`src/sv/mcog_pkg.sv`:
```
// shared types, constants and helper functions of the circle outline generator
package mcog_pkg;

  // internal coordinate width, ports stay 16 bits
  localparam int COORD_BITS = 16;
  localparam int PORT_W     = 16;
  localparam int RADIUS_W   = 14;
  localparam int OFF_W      = 15;
  localparam int ERR_W      = 18;
  localparam int NUM_BEATS  = 8;
  localparam int BEAT_W     = $clog2(NUM_BEATS);
  localparam logic [BEAT_W-1:0] BEAT_LAST = BEAT_W'(NUM_BEATS - 1);

  typedef logic [COORD_BITS-1:0] coord_t;
  typedef logic [OFF_W-1:0]      off_t;
  typedef logic signed [ERR_W-1:0] err_t;
  typedef logic [BEAT_W-1:0]     beat_t;

  typedef enum logic {
    OP_START   = 1'b0,
    OP_ADVANCE = 1'b1
  } opcode_t;

  typedef enum logic {
    CFG_CAMERA_X = 1'b0,
    CFG_CAMERA_Y = 1'b1
  } cfg_idx_t;

  // snapshot of one iteration handed from the state unit to the emitter
  typedef struct packed {
    logic   done;
    coord_t cx;
    coord_t cy;
    off_t   a;
    off_t   m;
  } job_t;

  // port value into internal coordinate width (zero-extend or truncate)
  function automatic coord_t port_to_coord(input logic [PORT_W-1:0] v);
    logic [COORD_BITS+PORT_W-1:0] w;
    begin
      w = {{COORD_BITS{1'b0}}, v};
      return w[COORD_BITS-1:0];
    end
  endfunction

  // internal coordinate back to port width
  function automatic logic [PORT_W-1:0] coord_to_port(input coord_t c);
    logic [COORD_BITS+PORT_W-1:0] w;
    begin
      w = {{PORT_W{1'b0}}, c};
      return w[PORT_W-1:0];
    end
  endfunction

  // offset into internal coordinate width
  function automatic coord_t off_to_coord(input off_t o);
    logic [COORD_BITS+OFF_W-1:0] w;
    begin
      w = {{COORD_BITS{1'b0}}, o};
      return w[COORD_BITS-1:0];
    end
  endfunction

endpackage

```
`src/sv/mcog_if.sv`:
```
// channel interfaces: input items, result items and configuration writes
interface mcog_in_if;
  logic               valid;
  logic               ready;
  logic               opcode;
  logic signed [15:0] center_x;
  logic signed [15:0] center_y;
  logic [13:0]        radius;

  modport source (output valid, opcode, center_x, center_y, radius, input ready);
  modport sink   (input valid, opcode, center_x, center_y, radius, output ready);
endinterface

interface mcog_out_if;
  logic               valid;
  logic               ready;
  logic signed [15:0] point_x;
  logic signed [15:0] point_y;
  logic               point_valid;
  logic               last_of_step;
  logic               done_res;

  modport source (output valid, point_x, point_y, point_valid, last_of_step, done_res,
                  input ready);
  modport sink   (input valid, point_x, point_y, point_valid, last_of_step, done_res,
                  output ready);
endinterface

interface mcog_cfg_if;
  logic               valid;
  logic               ready;
  logic               index;
  logic signed [15:0] data;

  modport source (output valid, index, data, input ready);
  modport sink   (input valid, index, data, output ready);
endinterface

```
`src/sv/mcog_step.sv`:
```
// circle state: camera registers, shifted centre, offsets and decision error
module mcog_step (
  input  logic                         clk,
  input  logic                         rst_n,
  input  logic                         cfg_wr,
  input  logic                         cfg_index,
  input  logic [mcog_pkg::PORT_W-1:0]  cfg_data,
  input  logic                         item_take,
  input  logic                         item_opcode,
  input  logic [mcog_pkg::PORT_W-1:0]  item_cx,
  input  logic [mcog_pkg::PORT_W-1:0]  item_cy,
  input  logic [mcog_pkg::RADIUS_W-1:0] item_radius,
  output mcog_pkg::job_t               job
);
  import mcog_pkg::*;

  coord_t cam_x_r, cam_x_nxt;
  coord_t cam_y_r, cam_y_nxt;
  coord_t cx_r, cx_nxt;
  coord_t cy_r, cy_nxt;
  off_t   a_r, a_nxt;
  off_t   m_r, m_nxt;
  err_t   err_r, err_nxt;

  logic   done;
  off_t   m1;
  off_t   a_dec;
  err_t   err_sum;

  assign done    = !(a_r > m_r);
  assign m1      = m_r + OFF_W'(1);
  assign a_dec   = a_r - OFF_W'(1);
  assign err_sum = err_r + ERR_W'({m1, 1'b0});

  assign job = '{done: done, cx: cx_r, cy: cy_r, a: a_r, m: m_r};

  always_comb begin
    cam_x_nxt = cam_x_r;
    cam_y_nxt = cam_y_r;
    cx_nxt    = cx_r;
    cy_nxt    = cy_r;
    a_nxt     = a_r;
    m_nxt     = m_r;
    err_nxt   = err_r;
    if (cfg_wr) begin
      unique case (cfg_idx_t'(cfg_index))
        CFG_CAMERA_X: cam_x_nxt = port_to_coord(cfg_data);
        CFG_CAMERA_Y: cam_y_nxt = port_to_coord(cfg_data);
        default: ;
      endcase
    end
    if (item_take) begin
      unique case (opcode_t'(item_opcode))
        OP_START: begin
          cx_nxt  = port_to_coord(item_cx) - cam_x_r;
          cy_nxt  = port_to_coord(item_cy) - cam_y_r;
          a_nxt   = OFF_W'(item_radius);
          m_nxt   = '0;
          err_nxt = ERR_W'(0) - ERR_W'(item_radius);
        end
        OP_ADVANCE: begin
          if (!done) begin
            m_nxt   = m1;
            err_nxt = err_sum;
            if (!err_sum[ERR_W-1]) begin
              a_nxt   = a_dec;
              err_nxt = err_sum - (ERR_W'({a_dec, 1'b0}) - ERR_W'(1));
            end
          end
        end
        default: ;
      endcase
    end
  end

  always_ff @(posedge clk) begin
    if (!rst_n) begin
      cam_x_r <= '0;
      cam_y_r <= '0;
      cx_r    <= '0;
      cy_r    <= '0;
      a_r     <= '0;
      m_r     <= '0;
      err_r   <= '0;
    end else begin
      cam_x_r <= cam_x_nxt;
      cam_y_r <= cam_y_nxt;
      cx_r    <= cx_nxt;
      cy_r    <= cy_nxt;
      a_r     <= a_nxt;
      m_r     <= m_nxt;
      err_r   <= err_nxt;
    end
  end

`ifndef SYNTHESIS
  // minor offset never overtakes the major offset by more than one
  a_minor_bound: assert property (@(posedge clk) disable iff (!rst_n)
    ({1'b0, m_r} <= {1'b0, a_r} + (OFF_W+1)'(1)))
    else $error("minor offset ran past major offset");
`endif

endmodule

```
`src/sv/mcog_emit.sv`:
```
// result register: holds one iteration and plays out its eight points, or a single done result
module mcog_emit (
  input  logic           clk,
  input  logic           rst_n,
  input  logic           load,
  input  mcog_pkg::job_t job,
  output logic           free,
  mcog_out_if.source     out_chan
);
  import mcog_pkg::*;

  logic   busy_r, busy_nxt;
  beat_t  beat_r, beat_nxt;
  job_t   job_r, job_nxt;

  logic   last;
  logic   xfer;
  coord_t am1, neg_a, m1, neg_m1, mm;
  coord_t x_term, y_term;

  assign last = job_r.done || (beat_r == BEAT_LAST);
  assign xfer = out_chan.valid && out_chan.ready;
  assign free = !busy_r || (out_chan.ready && last);

  assign mm     = off_to_coord(job_r.m);
  assign am1    = off_to_coord(job_r.a) - COORD_BITS'(1);
  assign neg_a  = COORD_BITS'(0) - off_to_coord(job_r.a);
  assign m1     = mm + COORD_BITS'(1);
  assign neg_m1 = COORD_BITS'(0) - m1;

  // octant order of the eight symmetric points
  always_comb begin
    unique case (beat_r)
      3'd0:    begin x_term = am1;    y_term = mm;     end
      3'd1:    begin x_term = mm;     y_term = am1;    end
      3'd2:    begin x_term = neg_a;  y_term = mm;     end
      3'd3:    begin x_term = mm;     y_term = neg_a;  end
      3'd4:    begin x_term = am1;    y_term = neg_m1; end
      3'd5:    begin x_term = neg_m1; y_term = am1;    end
      3'd6:    begin x_term = neg_a;  y_term = neg_m1; end
      default: begin x_term = neg_m1; y_term = neg_a;  end
    endcase
  end

  assign out_chan.valid        = busy_r;
  assign out_chan.point_x      = job_r.done ? '0 : coord_to_port(job_r.cx + x_term);
  assign out_chan.point_y      = job_r.done ? '0 : coord_to_port(job_r.cy + y_term);
  assign out_chan.point_valid  = !job_r.done;
  assign out_chan.last_of_step = last;
  assign out_chan.done_res     = job_r.done;

  always_comb begin
    busy_nxt = busy_r;
    beat_nxt = beat_r;
    job_nxt  = job_r;
    if (xfer) begin
      if (last) begin
        busy_nxt = 1'b0;
      end else begin
        beat_nxt = beat_r + BEAT_W'(1);
      end
    end
    if (load) begin
      busy_nxt = 1'b1;
      beat_nxt = '0;
      job_nxt  = job;
    end
  end

  always_ff @(posedge clk) begin
    if (!rst_n) begin
      busy_r <= 1'b0;
      beat_r <= '0;
    end else begin
      busy_r <= busy_nxt;
      beat_r <= beat_nxt;
    end
  end

  always_ff @(posedge clk) begin
    job_r <= job_nxt;
  end

`ifndef SYNTHESIS
  a_done_single: assert property (@(posedge clk) disable iff (!rst_n)
    (busy_r && job_r.done) |-> (beat_r == '0))
    else $error("done result not on first beat");
  a_beat_step: assert property (@(posedge clk) disable iff (!rst_n)
    (xfer && !last && !load) |=> (busy_r && beat_r == $past(beat_r) + BEAT_W'(1)))
    else $error("beat counter skipped");
  a_load_busy: assert property (@(posedge clk) disable iff (!rst_n)
    load |=> (busy_r && beat_r == '0))
    else $error("loaded iteration not started");
  a_load_free: assert property (@(posedge clk) disable iff (!rst_n)
    load |-> (!busy_r || (xfer && last)))
    else $error("iteration loaded over a pending one");
`endif

endmodule

```
`src/sv/midpoint_circle_outline_generator.sv`:
```
// top level of the midpoint circle outline generator
// A start transfer (opcode 0) loads a circle: the centre, less the camera
// offsets, and a whole-pixel radius; it gives no result. Each advance transfer
// (opcode 1) runs one midpoint iteration and gives eight outline points, one
// result transfer per cycle while the result side is ready, with last_of_step
// on the eighth; an advance once the outline is finished (or before any start)
// gives one done result instead. The state update happens in the cycle the
// advance is taken, and the iteration is parked in a result register that
// plays out the points, so the next item is taken in the cycle the last point
// leaves: with the result side always ready the block sustains a done advance
// or a start every cycle. The input is held off only while that result
// register is still playing out an iteration. Coordinates wrap at 16 bits.
// Camera registers are written through the configuration channel, which is
// always ready, and are meant to change only while no results are pending.
module midpoint_circle_outline_generator (
  input  logic        clk,
  input  logic        rst_n,
  mcog_in_if.sink     in_chan,
  mcog_out_if.source  out_chan,
  mcog_cfg_if.sink    cfg_chan
);
  import mcog_pkg::*;

  logic  emit_free;
  logic  in_take;
  logic  adv_load;
  logic  cfg_wr;
  job_t  job;

  // input taken whenever the result register can accept a new iteration
  assign in_chan.ready = emit_free;
  assign in_take       = in_chan.valid && in_chan.ready;
  assign adv_load      = in_take && (opcode_t'(in_chan.opcode) == OP_ADVANCE);

  // camera writes always land at once
  assign cfg_chan.ready = 1'b1;
  assign cfg_wr         = cfg_chan.valid && cfg_chan.ready;

  mcog_step u_step (
    .clk         (clk),
    .rst_n       (rst_n),
    .cfg_wr      (cfg_wr),
    .cfg_index   (cfg_chan.index),
    .cfg_data    (cfg_chan.data),
    .item_take   (in_take),
    .item_opcode (in_chan.opcode),
    .item_cx     (in_chan.center_x),
    .item_cy     (in_chan.center_y),
    .item_radius (in_chan.radius),
    .job         (job)
  );

  mcog_emit u_emit (
    .clk      (clk),
    .rst_n    (rst_n),
    .load     (adv_load),
    .job      (job),
    .free     (emit_free),
    .out_chan (out_chan)
  );

endmodule

```
`src/flat_wrapper.sv`:
```
// flat-port wrapper written by rule: the top's interface ports become plain ports
module midpoint_circle_outline_generator_flat import mcog_pkg::*;
  (clk, rst_n, in_chan_valid, in_chan_opcode, in_chan_center_x, in_chan_center_y, in_chan_radius, in_chan_ready, out_chan_valid, out_chan_point_x, out_chan_point_y, out_chan_point_valid, out_chan_last_of_step, out_chan_done_res, out_chan_ready, cfg_chan_valid, cfg_chan_index, cfg_chan_data, cfg_chan_ready);
  mcog_in_if in_chan_i ();
  mcog_out_if out_chan_i ();
  mcog_cfg_if cfg_chan_i ();
  input  logic clk;
  input  logic rst_n;
  input wire logic [$bits(in_chan_i.valid)-1:0] in_chan_valid;
  input wire logic [$bits(in_chan_i.opcode)-1:0] in_chan_opcode;
  input wire logic [$bits(in_chan_i.center_x)-1:0] in_chan_center_x;
  input wire logic [$bits(in_chan_i.center_y)-1:0] in_chan_center_y;
  input wire logic [$bits(in_chan_i.radius)-1:0] in_chan_radius;
  output wire logic [$bits(in_chan_i.ready)-1:0] in_chan_ready;
  output wire logic [$bits(out_chan_i.valid)-1:0] out_chan_valid;
  output wire logic [$bits(out_chan_i.point_x)-1:0] out_chan_point_x;
  output wire logic [$bits(out_chan_i.point_y)-1:0] out_chan_point_y;
  output wire logic [$bits(out_chan_i.point_valid)-1:0] out_chan_point_valid;
  output wire logic [$bits(out_chan_i.last_of_step)-1:0] out_chan_last_of_step;
  output wire logic [$bits(out_chan_i.done_res)-1:0] out_chan_done_res;
  input wire logic [$bits(out_chan_i.ready)-1:0] out_chan_ready;
  input wire logic [$bits(cfg_chan_i.valid)-1:0] cfg_chan_valid;
  input wire logic [$bits(cfg_chan_i.index)-1:0] cfg_chan_index;
  input wire logic [$bits(cfg_chan_i.data)-1:0] cfg_chan_data;
  output wire logic [$bits(cfg_chan_i.ready)-1:0] cfg_chan_ready;
  assign in_chan_i.valid = in_chan_valid;
  assign in_chan_i.opcode = in_chan_opcode;
  assign in_chan_i.center_x = in_chan_center_x;
  assign in_chan_i.center_y = in_chan_center_y;
  assign in_chan_i.radius = in_chan_radius;
  assign in_chan_ready = in_chan_i.ready;
  assign out_chan_valid = out_chan_i.valid;
  assign out_chan_point_x = out_chan_i.point_x;
  assign out_chan_point_y = out_chan_i.point_y;
  assign out_chan_point_valid = out_chan_i.point_valid;
  assign out_chan_last_of_step = out_chan_i.last_of_step;
  assign out_chan_done_res = out_chan_i.done_res;
  assign out_chan_i.ready = out_chan_ready;
  assign cfg_chan_i.valid = cfg_chan_valid;
  assign cfg_chan_i.index = cfg_chan_index;
  assign cfg_chan_i.data = cfg_chan_data;
  assign cfg_chan_ready = cfg_chan_i.ready;
  midpoint_circle_outline_generator u_core (.clk(clk), .rst_n(rst_n), .in_chan(in_chan_i), .out_chan(out_chan_i), .cfg_chan(cfg_chan_i));
endmodule
```
`config.mk`:
```
export PLATFORM = sky130hd
export DESIGN_NAME = midpoint_circle_outline_generator_flat
export DESIGN_NICKNAME = d
export VERILOG_FILES = /design/src/sv/mcog_pkg.sv /design/src/sv/mcog_if.sv /design/src/sv/mcog_step.sv /design/src/sv/mcog_emit.sv /design/src/sv/midpoint_circle_outline_generator.sv /design/src/flat_wrapper.sv
export SDC_FILE = /design/constraint.sdc
export NUM_CORES = 1
export LEC_CHECK = 0
export BUFFER_PORTS_ARGS = -buffer_cell sky130_fd_sc_hd__buf_2
export CAP_MARGIN = 10
export CORE_UTILIZATION = 66
export CTS_CLUSTER_SIZE = 24
export DETAILED_ROUTE_END_ITERATION = 12
export PLACE_DENSITY_LB_ADDON = 0.3
export REMOVE_ABC_BUFFERS = 1
export SKIP_LAST_GASP = 1
export SLEW_MARGIN = 20
export SYNTH_ARGS = -nofsm -noshare
export SYNTH_HDL_FRONTEND = slang
export SYNTH_SLANG_ARGS = --single-unit
```
`constraint.sdc`:
```
create_clock -name clk -period 11.7 [get_ports clk]
set_input_delay 0.585 -clock clk [delete_from_list [all_inputs] [get_ports clk]]
set_output_delay 0.585 -clock clk [all_outputs]
set_load 0.005 [all_outputs]
```
# [Yosys cells after proc, flatten, opt, wreduce, memory -nomap -nowiden]
# Index checks and enable logic that the tools add are counted.
[word_totals] regBits=179 inputBits=69 output_inout_bits=38 elab_cells=84
[classes] n_addsub=15 magnitude_cmp=1 n_eq_ne=9 mux=15 bitwise=4 n_reduce_logical=26
[ops] cell="one-hot mux 16 bit (3 select lines)" n=2
[ops] cell="one-hot mux 15 bit (2 select lines)" n=2
[ops] cell="2-to-1 mux 15 bit" n=3
[ops] cell="2-to-1 mux 18 bit" n=2
[ops] cell="one-hot mux 18 bit (2 select lines)" n=1
[ops] cell="adder 16 bit" n=2
[ops] cell="2-to-1 mux 16 bit" n=2
[ops] cell="subtractor 16 bit" n=2
[ops] cell="adder 18 x 16 -> 18 bit" n=1
[ops] cell="subtractor 18 bit" n=1
[ops] cell="subtractor 16 x 1 -> 17 bit, second input constant" n=1
[ops] cell="adder 15 x 1 -> 16 bit, second input constant" n=1
[ops] cell="subtractor 1 x 15 -> 16 bit, first input constant" n=1
[ops] cell="subtractor 1 x 16 -> 16 bit, first input constant" n=1
[ops] cell="subtractor 15 x 1 -> 16 bit, second input constant" n=1
[ops] cell="adder 15 x 1 -> 15 bit, second input constant" n=1
[ops] cell="greater-than comparator 15 bit" n=1
[ops] cell="subtractor 1 x 14 -> 15 bit, first input constant" n=1
[ops] cell="subtractor 15 x 1 -> 15 bit, second input constant" n=1
[ops] cell="OR reduction 2 bit" n=7
[ops] cell="== test 3 bit, second input constant" n=4
[ops] cell="AND reduction 2 bit" n=6
[ops] cell="== test 3 x 2 -> 1 bit, second input constant" n=2
[ops] cell="logical AND 1 bit" n=4
[ops] cell="11 further kinds" n=20

# [Depth between registers and ports, before layout]
# Gate-level depths: netlist (run 1).
[depth] ltp_word=8 mapped_depth=21 ltp_nobuf=21

# [By module]
# From an unflattened synthesis (run 1), not the netlist that was laid out.
[hier_totals] cells_unflattened=1721 area_unflattened_um2=14177.3
[modules_own_cells] mod="mcog_step" n_inst=1 cells_per_inst=1256 area_each_um2=9407.8 seq_area_each_um2=2242.2
[modules_own_cells] mod="mcog_emit" n_inst=1 cells_per_inst=461 area_each_um2=4745.8 seq_area_each_um2=1971.9
[modules_own_cells] mod="midpoint_circle_outline_generator" n_inst=1 cells_per_inst=4 area_each_um2=23.8 seq_area_each_um2=0.0

# [Worst setup path after synthesis (run 1)]
# No wires, ideal clock.
[synth_path] kind="register -> output" start="register u_core.u_emit.beat_r[0]" end="output port out_chan_point_x[14]" arrival_ps=3793 required_ps=11115 path_slack_ps=7322 stages_incl_launch_ff=18 n_path_buf=4 path_cell_list="dfxtp_1 -> inv_1 -> ha_1 -> clkbuf_1 -> or2_2 -> clkbuf_1 -> or2_2 -> clkbuf_1 -> clkbuf_1 -> o211ai_1 -> ha_1 -> or3_1 -> o21ai_0 -> a21oi_1 -> a41o_1 -> o41ai_1 -> o21ai_0 -> mux2_2"
[synth_between] elab_chain_len=5 word_cells_on_any_way=12 classes_between="add/sub: 1; eq/ne: 5; mux: 2; reduce/logical: 4"
[synth_lines] item="start: declaration" line_no="mcog_emit.sv:13" source="beat_t beat_r, beat_nxt;"
[synth_lines] item="start signal: assignment" line_no="mcog_emit.sv:76" source="beat_r <= beat_nxt;"
[synth_lines] item="== test 3 bit, or another cell as far along" line_no="mcog_emit.sv:33" source="unique case (beat_r)"
[synth_lines] item="OR reduction 2 bit (no line)"
[synth_lines] item="one-hot mux 16 bit (3 select lines) *" line_no="mcog_emit.sv:33"
[synth_lines] item="adder 16 bit *" line_no="mcog_emit.sv:46" source="assign out_chan.point_x = job_r.done ? '0 : coord_to_port(job_r.cx + x_term);"
[synth_lines] item="2-to-1 mux 16 bit *" line_no="mcog_emit.sv:46"
[synth_lines] item="end: declaration" line_no="flat_wrapper.sv:16" source="output wire logic [$bits(out_chan_i.point_x)-1:0] out_chan_point_x;"
# Mark *: on every way between the ends. The rest lies on a longest branch, timed or not.

# [Final worst setup path (run 1)]
[layout_path] start="register u_core.u_emit.beat_r[2]" end="output port out_chan_point_x[14]"
# The elaborated chain is that of the path after synthesis.

==> results.cfg, run 1 <==
[run_status]
status = finished clean

[yosys]
ys_warn_count = 0
synth-edff-count = 63
synth.distinct_cells = 74
synth-seq-cells = 179
synth_area_per_cell_um2 = 8.21
async_reset_ff_share_pct = 0
synth.top_cell.area_share_pct = 17.3
synthTopCellsByArea = dfxtp_1 (17%), edfxtp_1 (14%), ha_1 (11%)
syn_area_um2 = 13400
synthFlopType = dfxtp_1
yosysSeqAreaShare_pct = 31.5
synth_top_area_cell = dfxtp_1
synthCells = 1630

[global_route]
grt_pass1_wl_mm = 58.6
grt_overflow = 0
grt_pass1_vias = 11700
antenna_found_initial = 0
grt_max_degree = 79
grt_usage_pct = 36.3

[drt]
wl_per_cell_um = 18.9
drtIter0Drc = 1646
drt-vias-per-instance = 6.45
via_count = 12700
drc = 0
drtPass1Iterations = 8
routed_wirelength_mm = 37.2
ant_nets = 0

[power_and_ir_drop]
finalPower_mw = 3.62
seqPwrFrac_pct = 23.6
intPower_mw = 1.92
power_frac_comb_pct = 59.2
p_per_area_nw_per_um2 = 246
ir_worst_vdd_mv = 0.171
p_clk_share_pct = 17.1
swShare_pct = 46.8
power.switching_mw = 1.69
leakage_nw = 6.19

[die]
die_h_um = 144
initial_core_util_pct = 68.1
die_width_um = 144
die_area_um2 = 20900
ioPinCount = 107
row_count = 51
coreArea_um2 = 19700

[clock_network]
clockBufferDepth = 2
numClockSinks = 179
htree_levels = 4
cts-resized-gates = 0
insertion_delay_ps = 450
tritoncts = done
cts_setup_buffers = 0
cts_root_buf = clkbuf_16
hold_buffers = 0
cts_buffers = 17
path_clk_slew_ps = 90

[timing]
setup_tns_ps = 0
fin_crit_sh_pct = 49.7
fin_skew_ps = 18.5
whs_ps = 379
worst_pin_slew_ps = 1090
timing.fmax_mhz = 172
rsz0062_at_grt = false
finalMaxSlewViolations = 0
hold_viol_final = 0
period_needed_ps = 5810
fin_ws_ps = 5890
maxSlewHeadroom_pct = 27.6
setup_viol = 0

[job]
cap_violations = 0

[cells_and_area]
diodes = 0
mostFrequentLayoutCells = nand2_1 (196), a21oi_1 (149), nor2_1 (130)
area_delta_synth_final_pct = 9.71
utilization_pct = 74.7
layout.nets = 1888
layoutNonFillerInstCount = 1969
final_area_um2 = 14700
layout-drive-gt1-share_pct = 10.1
mostFrequentLayoutCell = nand2_1

[worst_setup_path]
crit_chain = inv_1 > ha_1 > a21o_1 > or2_2 > o21ai_0 > ha_1 > nor2b_1 > o21a_1 > o21ai_0 > a21oi_1 > a41o_1 > o41ai_1 > o21ai_0 > mux2_2 > buf_2
cpPeakStageDelay_ps = 950
crit_required_ps = 11120
critPathTopFamily = compound AO/OA/AOI/OAI gates
path_max_fanout = 19
worstSetupStartpointType = flop
crit_top_cell = o21ai_0
critPathKind = flop to output pin
worstPathArrival_ps = 5230
crit_buf_inv = 2
worstSetupEndpointType = output pin
cp_slowest_cell = dfxtp_1

[placement]
placed_cell_area_um2 = 14000
globalplace.congestion = 0.973
post-dp-hpwl_mm = 27.2
dp_cells = 1937
dp_slack_ps = 6440
port_buffers = 105

[hold_path]
hold_path_class = input pin to flop
-- worst reg2reg max path, delay by kind of cell (launching register included) --
family,cells,cell delay [ps]
xor+xnor,3,700
fa+ha+maj,2,690
compound gates,7,1360
flops,1,420
simple gates,7,1470
buf+inv,1,140
-- area by class of cell --
class	count	area [µm²]
clock inverters	15	220
repair buffers	116	608
fillers	1500	4960
multi-input cells	1284	8540
clock buffers	17	425
well taps	265	332
inverters	93	349
flip-flops and latches	179	4210
-- metal layers --
layer,GRT usage [%],wire length (µm),vias up
met5,0,0,-
met4,14.0,1260,0
met3,6.39,3730,129
met2,58.2,16900,703
met1,48.6,15300,5896
li1,-,-,5967
-- power by group through the flow --
stage	clock (mW)	combinational, mW	sequential (mW)
finish	0.620	2.14	0.856
global route	0.647	2.34	0.862
CTS	0.623	2.10	0.847
detailed placement	0	2.07	0.860
global placement	0	2.00	0.857
floorplan	0	1.56	0.829
-- registers in the layout (all words and copies together) (netlist names) --
register,cells
u_core.u_step.cam_x_r,16
u_core.u_step.cx_r,16
u_core.u_step.a_r,15
u_core.u_step.cam_y_r,16
u_core.u_emit.out_chan.valid,1
u_core.u_emit.out_chan.done_res,1
u_core.u_step.err_r,18
u_core.u_emit.beat_r,3
u_core.u_emit.job_r,62
u_core.u_step.cy_r,16
u_core.u_step.m_r,15
-- worst paths after layout --
kind                                                 to                                  from  depth (start not counted)  slack (ps)
hold / removal    u_core.u_step.cam_x_r[2]$_SDFFE_PN0P_                      cfg_chan_data[2]                          3         380
hold reg to reg       u_core.u_emit.job_r[59]$_DFFE_PP_   u_core.u_step.cx_r[13]$_SDFFE_PN0P_                          0         440
setup / recovery                   out_chan_point_x[14]  u_core.u_emit.beat_r[2]$_SDFFE_PP0P_                         15        5890
setup reg to reg   u_core.u_step.err_r[17]$_SDFFE_PN0P_     u_core.u_step.m_r[0]$_SDFFE_PN0P_                         20        6770
-- cells in the mapped netlist (5+ instances only) --
cell type,count
nand2_1,196
a21oi_1,149
nor2_1,132
ha_1,122
dfxtp_1,116
inv_1,91
xnor2_1,73
o21ai_0,66
xor2_1,66
edfxtp_1,63
clkbuf_1,58
nor3_1,45
nand3_1,42
a21o_1,34
mux2i_1,25
a211oi_1,24
nor2b_1,22
o211ai_1,22
o21ai_1,21
a221oi_1,19
o21a_1,17
or3_1,16
a31oi_1,15
nor4_1,15
and2_1,10
nand3b_1,10
o31ai_1,10
and3_1,9
buf_1,9
nand4_1,9
or2_2,9
a22oi_1,8
o211a_1,8
o21bai_1,7
a21boi_0,6
fa_1,6
nand2b_1,6
or4_1,6
buf_2,5
mux2_2,5
-- cell families after synthesis --
logic type      share of synthesized area, %
simple gates                            18.9
compound gates                          21.1
flops                                   31.5
buf+inv                                 4.81
xor+xnor                                9.09
fa+ha+maj                               12.3
mux                                     2.29
other cells                           0.0280
Note: power is estimated with default switching activity, not from simulation.
==> run 2: changes to the inputs <==
- CORE_UTILIZATION: 66 -> 56
- clock period: 11.7 -> 5 ns (I/O delays scaled with it)
==> results.cfg, run 2 (synthesis gave the netlist of run 1 again) <==
[cells_and_area]
largest_reg_flops = 62
mostFrequentLayoutCells = nand2_1 (196), a21oi_1 (149), nor2_1 (130)
nFillCells = 2050
diodes = 0
area_delta_synth_final_pct = 11.3
seq_area_um2 = 4210
final_area_um2 = 14900
layout-drive-gt1-share_pct = 11.3
multiInputGateArea_um2 = 8560
reg_top3 = u_core.u_emit.job_r: 62 flops, u_core.u_step.err_r: 18 flops
mostFrequentLayoutCell = nand2_1
layout.nets = 1908
regMostFlops = u_core.u_emit.job_r

[timing]
finalMaxSlewViolations = 0
timing.fmax_mhz = 210
period_needed_ps = 4770
setup_viol = 0
maxSlewHeadroom_pct = 33.9
worst_pin_slew_ps = 990
fin_crit_sh_pct = 95.5
whs_ps = 42.2
hold_viol_final = 0
fin_skew_ps = 14.0

[placement]
port_buffers = 105
globalplace.congestion = 0.937
placed_cell_area_um2 = 14300
post-dp-hpwl_mm = 27.7

[die]
initial_core_util_pct = 57.0
coreArea_um2 = 23500
die_h_um = 157
ioPinCount = 107
die_area_um2 = 24500
row_count = 56
die_width_um = 157

[run_status]
status = finished clean

[job]
cap_violations = 0

[clock_network]
tritoncts = done
clockBufferDepth = 2
path_clk_slew_ps = 90
htree_levels = 4
cts_buffers = 17
numClockSinks = 179
insertion_delay_ps = 450
hold_buffers = 0
cts_root_buf = clkbuf_16

[worst_setup_path]
crit_top_cell = or4_1
cpPeakStageDelay_ps = 610
cp_slowest_cell = or4_1
worstSetupEndpointType = output pin
crit_chain = or4_1 > or4_1 > nor2_1 > xor2_1 > a221oi_1 > a21oi_1 > ha_1 > nand3_1 > nand2_1 > a41o_1 > o41ai_1 > o21ai_0 > mux2_2 > buf_2
worstSetupStartpointType = flop
path_max_fanout = 6
critPathKind = flop to output pin
crit_required_ps = 4750
worstPathArrival_ps = 4520

[drt]
drc = 0
routed_wirelength_mm = 36.9
drt-vias-per-instance = 5.98
wl_per_cell_um = 18.1
drtIter0Drc = 1250
ant_nets = 0
drtPass1Iterations = 6
via_count = 12200

[global_route]
grt_pass1_wl_mm = 57.7
grt_usage_pct = 30.4
grt_pass1_vias = 11300
antenna_found_initial = 0
grt_overflow = 0
grt_max_degree = 64

[hold_path]
hold_path_class = input pin to flop

[power_and_ir_drop]
leakage_nw = 6.29
p_per_area_nw_per_um2 = 565
ir_worst_vdd_mv = 0.416
[run 2: metrics by stage]
stage	total power [mW]	std cells	TNS (ps)	setup slack, ps	utilization [%]
global route	9.01	2043	-25.1	-25.1	63.5
finish	8.42	2043	0	227	63.5
global placement	6.80	2011	0	653	60.7
detailed placement	6.90	2011	0	519	60.7
floorplan	5.60	1556	0	748	-
CTS	8.32	2043	0	36.0	63.4
[run 2: path summary, 6_finish.rpt]
check / cells past startpoint / slack, ps / endpoint / from
min reg2reg: 0 / 430 / u_core.u_emit.job_r[34]$_DFFE_PP_ / u_core.u_step.cy_r[4]$_SDFFE_PN0P_
min: 3 / 40 / u_core.u_step.cam_y_r[8]$_SDFFE_PN0P_ / cfg_chan_data[8]
max: 14 / 230 / out_chan_point_y[14] / u_core.u_emit.job_r[19]$_DFFE_PP_
max reg2reg: 21 / 420 / u_core.u_step.err_r[16]$_SDFFE_PN0P_ / u_core.u_step.m_r[0]$_SDFFE_PN0P_
[run 2: timing repair]
item                                    4_1_cts  5_1_grt
buffers inserted                              0        0
endpoints found under the setup margin        0        6
resized for setup                             0        3
[run 2: area by class of cell]
cell class | count | area share, %
Clock buffer | 17 | 2.86
Sequential cell | 179 | 28.3
Clock inverter | 15 | 1.32
Tap cell | 319 | 2.68
Timing Repair Buffer | 136 | 5.09
Multi-Input combinational cell | 1284 | 57.4
Inverter | 93 | 2.34
[run 2: power breakdown]
group          internal [mW]  switching (mW)
registers               1.73           0.222
logic                   2.13            2.95
clock network          0.694           0.701
[run 2: per-layer routing]
layer	share of wire (%)	routed length (µm)	global-route usage, %
met4	1.4	507	7.42
met3	7.1	2620	5.79
met1	46	17200	42.5
met2	45	16600	48.3
met5	0	0	0
[run 2: critical path, delay by kind of cell (launching register included)]
family                   cells  cell delay (ps)
multiplexers                 1              290
adder cells (fa/ha/maj)      1              320
flip-flops                   1              440
XOR/XNOR                     1              270
AO/OA/AOI/OAI                5             1160
buffers and inverters        1              120
AND/OR/NAND/NOR              5             1480
